## config.mk

```make
export PLATFORM = sky130hd
export DESIGN_NAME = aem_ctrl
export DESIGN_NICKNAME = d
export VERILOG_FILES = /design/src/design/aem_pkg.sv /design/src/design/aem_ctrl.sv
export SDC_FILE = /design/constraint.sdc
export NUM_CORES = 1
export LEC_CHECK = 0
export CAP_MARGIN = 30
export CORE_AREA = 2 2 39 41
export CTS_CLUSTER_SIZE = 25
export DETAILED_ROUTE_END_ITERATION = 10
export DIE_AREA = 0 0 41 43
export DONT_BUFFER_PORTS = 1
export SYNTH_ARGS = -nofsm -noshare
export SYNTH_HDL_FRONTEND = slang
export SYNTH_SLANG_ARGS = --single-unit
```

## constraint.sdc

```tcl
create_clock -name clk -period 2.3 [get_ports clk]
set_input_delay 0.115 -clock clk [delete_from_list [all_inputs] [get_ports clk]]
set_output_delay 0.115 -clock clk [all_outputs]
set_load 0.05 [all_outputs]
```

## src/design/aem_pkg.sv

```systemverilog
// Shared constants and types for the echo mixer.
package aem_pkg;

  localparam int MAX_DELAY = 8192;
  localparam int ADDR_W    = $clog2(MAX_DELAY);
  localparam int CNT_W     = ADDR_W + 1;
  localparam int SAMPLE_W  = 16;
  localparam int DELAY_W   = 14;
  localparam int DIVISOR_W = 15;
  localparam int CFG_IDX_W = 1;
  localparam int STEP_W    = $clog2(SAMPLE_W);

  localparam logic [DELAY_W-1:0]   DELAY_RST   = DELAY_W'(8000);
  localparam logic [DIVISOR_W-1:0] DIVISOR_RST = DIVISOR_W'(4);

  localparam logic [CFG_IDX_W-1:0] CFG_ECHO_DELAY   = CFG_IDX_W'(0);
  localparam logic [CFG_IDX_W-1:0] CFG_ECHO_DIVISOR = CFG_IDX_W'(1);

  // Commands from the controller to the datapath.
  typedef struct packed {
    logic accept;    // input beat taken: latch sample, compute read address
    logic rd;        // read delayed sample from history
    logic load;      // load divider, write history, advance pointer
    logic step;      // one divider iteration
    logic load_out;  // capture mixed sample into output register
  } aem_cmd_t;

endpackage

```

## src/design/aem_ctrl.sv

```systemverilog
// Controller state machine for the echo mixer.
module aem_ctrl import aem_pkg::*; (
  input  logic     clk,
  input  logic     rst_n,
  input  logic     in_valid,
  output logic     in_ready,
  output logic     out_valid,
  input  logic     out_ready,
  output aem_cmd_t cmd
);

  typedef enum logic [2:0] {
    ST_IDLE,
    ST_READ,
    ST_LOAD,
    ST_DIV,
    ST_FIN
  } state_t;

  state_t             state_r;
  logic [STEP_W-1:0]  step_r;
  logic               out_valid_r;
  logic               fin_go;

  assign fin_go = (state_r == ST_FIN) && (!out_valid_r || out_ready);

  always_comb begin
    cmd          = '0;
    cmd.accept   = (state_r == ST_IDLE) && in_valid;
    cmd.rd       = (state_r == ST_READ);
    cmd.load     = (state_r == ST_LOAD);
    cmd.step     = (state_r == ST_DIV);
    cmd.load_out = fin_go;
  end

  assign in_ready  = (state_r == ST_IDLE);
  assign out_valid = out_valid_r;

  always_ff @(posedge clk) begin
    if (!rst_n) begin
      state_r     <= ST_IDLE;
      step_r      <= '0;
      out_valid_r <= 1'b0;
    end else begin
      // drop the result once taken; a fresh load takes priority
      if (fin_go) begin
        out_valid_r <= 1'b1;
      end else if (out_ready) begin
        out_valid_r <= 1'b0;
      end
      unique case (state_r)
        ST_IDLE: begin
          if (in_valid) begin
            state_r <= ST_READ;
          end
        end
        ST_READ: begin
          state_r <= ST_LOAD;
        end
        ST_LOAD: begin
          step_r  <= '0;
          state_r <= ST_DIV;
        end
        ST_DIV: begin
          step_r <= step_r + 1'b1;
          if (step_r == STEP_W'(SAMPLE_W - 1)) begin
            state_r <= ST_FIN;
          end
        end
        ST_FIN: begin
          if (fin_go) begin
            state_r <= ST_IDLE;
          end
        end
        default: begin
          state_r <= ST_IDLE;
        end
      endcase
    end
  end

endmodule

```

==> flow_metrics.env <==
export IMPL_start_util_pct=32.6
export IMPL_reg2reg_depth=3
export IMPL_io_buffers=0
export IMPL_synthFlopType="dfxtp_1"
export IMPL_fp_row_count=14
export IMPL_setup_tns_ns=0
export IMPL_drt_first_pass_iters=2
export IMPL_synth_most_common_cell="dfxtp_1"
export IMPL_die_w_um=41
export IMPL_ys_types=26
export IMPL_max_freq_mhz=584
export IMPL_ir_drop_v=0.000213
export IMPL_status="finished, final reports clean"
export IMPL_drt_wl_total_um=794
export IMPL_slew_viol_final=0
export IMPL_finalWorstSetupSlack_ns=0.587
export IMPL_areaGrowthSynthToFinish_pct=14.4
export IMPL_min_path_type="in -> reg"
export IMPL_die_area_um2=1760
export IMPL_clk_path_buf_depth=2
export IMPL_overflow=0
export IMPL_syn_cell_area_um2=452
export IMPL_fillCellCount=152
export IMPL_h_tree_depth=1
export IMPL_drive_gt1_share_pct=19.3
export IMPL_post_route_min_period_ns=1.71
export IMPL_worstPathCellList="or3b_4 > and2b_1"
export IMPL_antenna_found_initial=0
export IMPL_yosysTopAreaCellShare_pct=35.5
export IMPL_critical_path_class="reg -> out"
export IMPL_setup_violations=0
export IMPL_design_core_area_um2=1380
export IMPL_worstPathMaxFanout=7
export IMPL_post_cts_setup_buffers=0
export IMPL_finClkSkew_ns=0.00266
export IMPL_min_to="state_r[0]"
export IMPL_ys_warn_count=0
export IMPL_ios=11
export IMPL_max_slew_margin_rel_pct=66.4
export IMPL_die_y_um=43
export IMPL_final_hold_violation_count=0
export IMPL_async_reset_ff_share_pct=0
export IMPL_required_ns=2.18
export IMPL_fin_util_pct=37.3
export IMPL_drt_iter0_drc=2
export IMPL_globalRouteTotalUtil_pct=11.8
export IMPL_regToRegSetupSlack_ns=1.01
export IMPL_synth_nets=57
export IMPL_min_path_cells=2
export IMPL_worstHoldStart="rst_n"
export IMPL_dp_slack_ns=0.856
export IMPL_rsz0062_at_grt="false"
export IMPL_grt_pass1_wl_um=1310
export IMPL_cts_root_buf="clkbuf_4"
export IMPL_grt_met1_usage_pct=14.8
export IMPL_worstPathArrival_ns=1.60
export IMPL_detail_route_antenna_nets=0
export IMPL_rr_startpoint="state_r[0]"
export IMPL_diodes=0
export IMPL_power_density_nw_per_um2=620
export IMPL_cp_slowest_stage_delay_ns=0.49
export IMPL_yosysSeqAreaShare_pct=35.5
export IMPL_synth_cells_most_frequent="dfxtp_1 (8), a21oi_1 (4), nand3_1 (4), nor2_1 (4)"
export IMPL_via_per_inst=4.82
export IMPL_leakage_nw=0.229
export IMPL_cts_tree="done"
export IMPL_slowest_stage="and2b_1"
export IMPL_worstSkewPairLatency_ns=0.25
export IMPL_fin_total_pwr_uw=321
export IMPL_crit_path_start_kind="flip-flop"
export IMPL_synth_edf_count=0
export IMPL_clk_pin_slew_ns=0.05
export IMPL_ys_top_cells_by_area="dfxtp_1 (35%), buf_6 (5.0%), a21oi_1 (4.4%)"
export IMPL_reg2reg_to="step_r[2]"
export IMPL_grt_pass1_vias=322
export IMPL_drc=0
export IMPL_end_kind="output pin"
export IMPL_cts_made_buffers=3
export IMPL_synth_top_cell_by_area="dfxtp_1"
export IMPL_syn_inst=52
export IMPL_drv_cap=0
export IMPL_vias=352
export IMPL_met2_usage_pct=14.1
export IMPL_cts_sinks=8
export IMPL_busiest_layer="met1"
export IMPL_wl_per_cell_um=10.9
export IMPL_grt_max_degree=12
export IMPL_ys_seq_elements=8
export IMPL_fin_crit_sh_pct=74.5
export IMPL_fin_nets=64
export IMPL_grt_util_met3_pct=4.19
export IMPL_synth_avg_cell_area_um2=8.69
export IMPL_place_congestion=0.700
export IMPL_worst_slew_pin_slew_ns=0.504
export IMPL_hold_ws_ns=0.0385
## cells by family (layout without fill, tap and decap cells)
| logic type | after synthesis | after routing | synth area share (%) |
|---|---|---|---|
| and+or+nand+nor | 29 | 29 | 40.7 |
| muxes | 1 | 1 | 2.22 |
| AOI/OAI and AO/OA | 7 | 7 | 9.69 |
| adders and majority gates | 1 | 1 | 2.77 |
| buffers and inverters | 6 | 11 | 9.14 |
| DFF | 8 | 8 | 35.5 |
## how the worst max path moves through the flow
| stage | slack, ns | depth (start not counted) | startpoint | end |
|---|---|---|---|---|
| after floorplan | 0.03 | 3 | state_r[1] | cmd[4] |
| after global placement | 0.87 | 2 | state_r[0] | cmd[0] |
| after detailed placement | 0.86 | 2 | state_r[2] | cmd[0] |
| after CTS | 0.57 | 2 | state_r[2] | cmd[0] |
| after global routing | 0.51 | 2 | state_r[0] | cmd[0] |
| final | 0.59 | 2 | state_r[2] | cmd[0] |
## per-layer routing
| layer | vias up | part of all wire (%) |
|---|---|---|
| met5 | - | 0 |
| li1 | 188 | - |
| met1 | 150 | 50 |
| met2 | 10 | 41 |
| met3 | 4 | 4.7 |
| met4 | 0 | 3.9 |
## through the flow
step,instance area [µm²],instances
final,517,73
after global routing,517,73
after CTS,507,72
after detailed placement,474,68
after global placement,474,68
after floorplan,452,52
## worst max-delay path: cells and delay by family, from the launching register on
family           cells  cell delay [ns]
DFF                  1             0.43
and+or+nand+nor      2             0.91
## placed cells by master (no fill, tap or decap), types with 2 or more instances in the layout
| master | instances |
|---|---|
| dfxtp_1 | 8 |
| dlygate4sd3_1 | 2 |
| nand2b_1 | 3 |
| and2_1 | 2 |
| nor2_1 | 4 |
| a21oi_1 | 4 |
| nor2b_1 | 3 |
| buf_4 | 3 |
| inv_1 | 3 |
| nand2_1 | 2 |
| nand3_1 | 4 |
| clkbuf_4 | 3 |
## sequential cells by signal, indices dropped and copies added, names as in the netlist
name and cells:
step_r 4, state_r 3, out_valid 1
## report_power, final
group | internal, mW | total (mW) | switching (mW) | leakage (nW)
Combinational | 0.0206 | 0.0613 | 0.0407 | 0.150
Clock | 0.0597 | 0.107 | 0.0472 | 0.0138
Sequential | 0.143 | 0.152 | 0.00981 | 0.0650
## repair_timing
item                                   in CTS  in global routing
endpoints found under the hold margin       1                  1
hold buffers                                1                  1
resized for setup                           0                  0
## layout make-up
class / count / area [µm²] / share of cell area [%]
well taps: 16 / 20.0 / 3.87
clock buffers: 3 / 22.5 / 4.36
repair buffers: 5 / 42.5 / 8.23
flip-flops and latches: 8 / 160 / 31.0
multi-input cells: 38 / 260 / 50.4
inverters: 3 / 11.3 / 2.18
(Power assumes the default switching activity.)
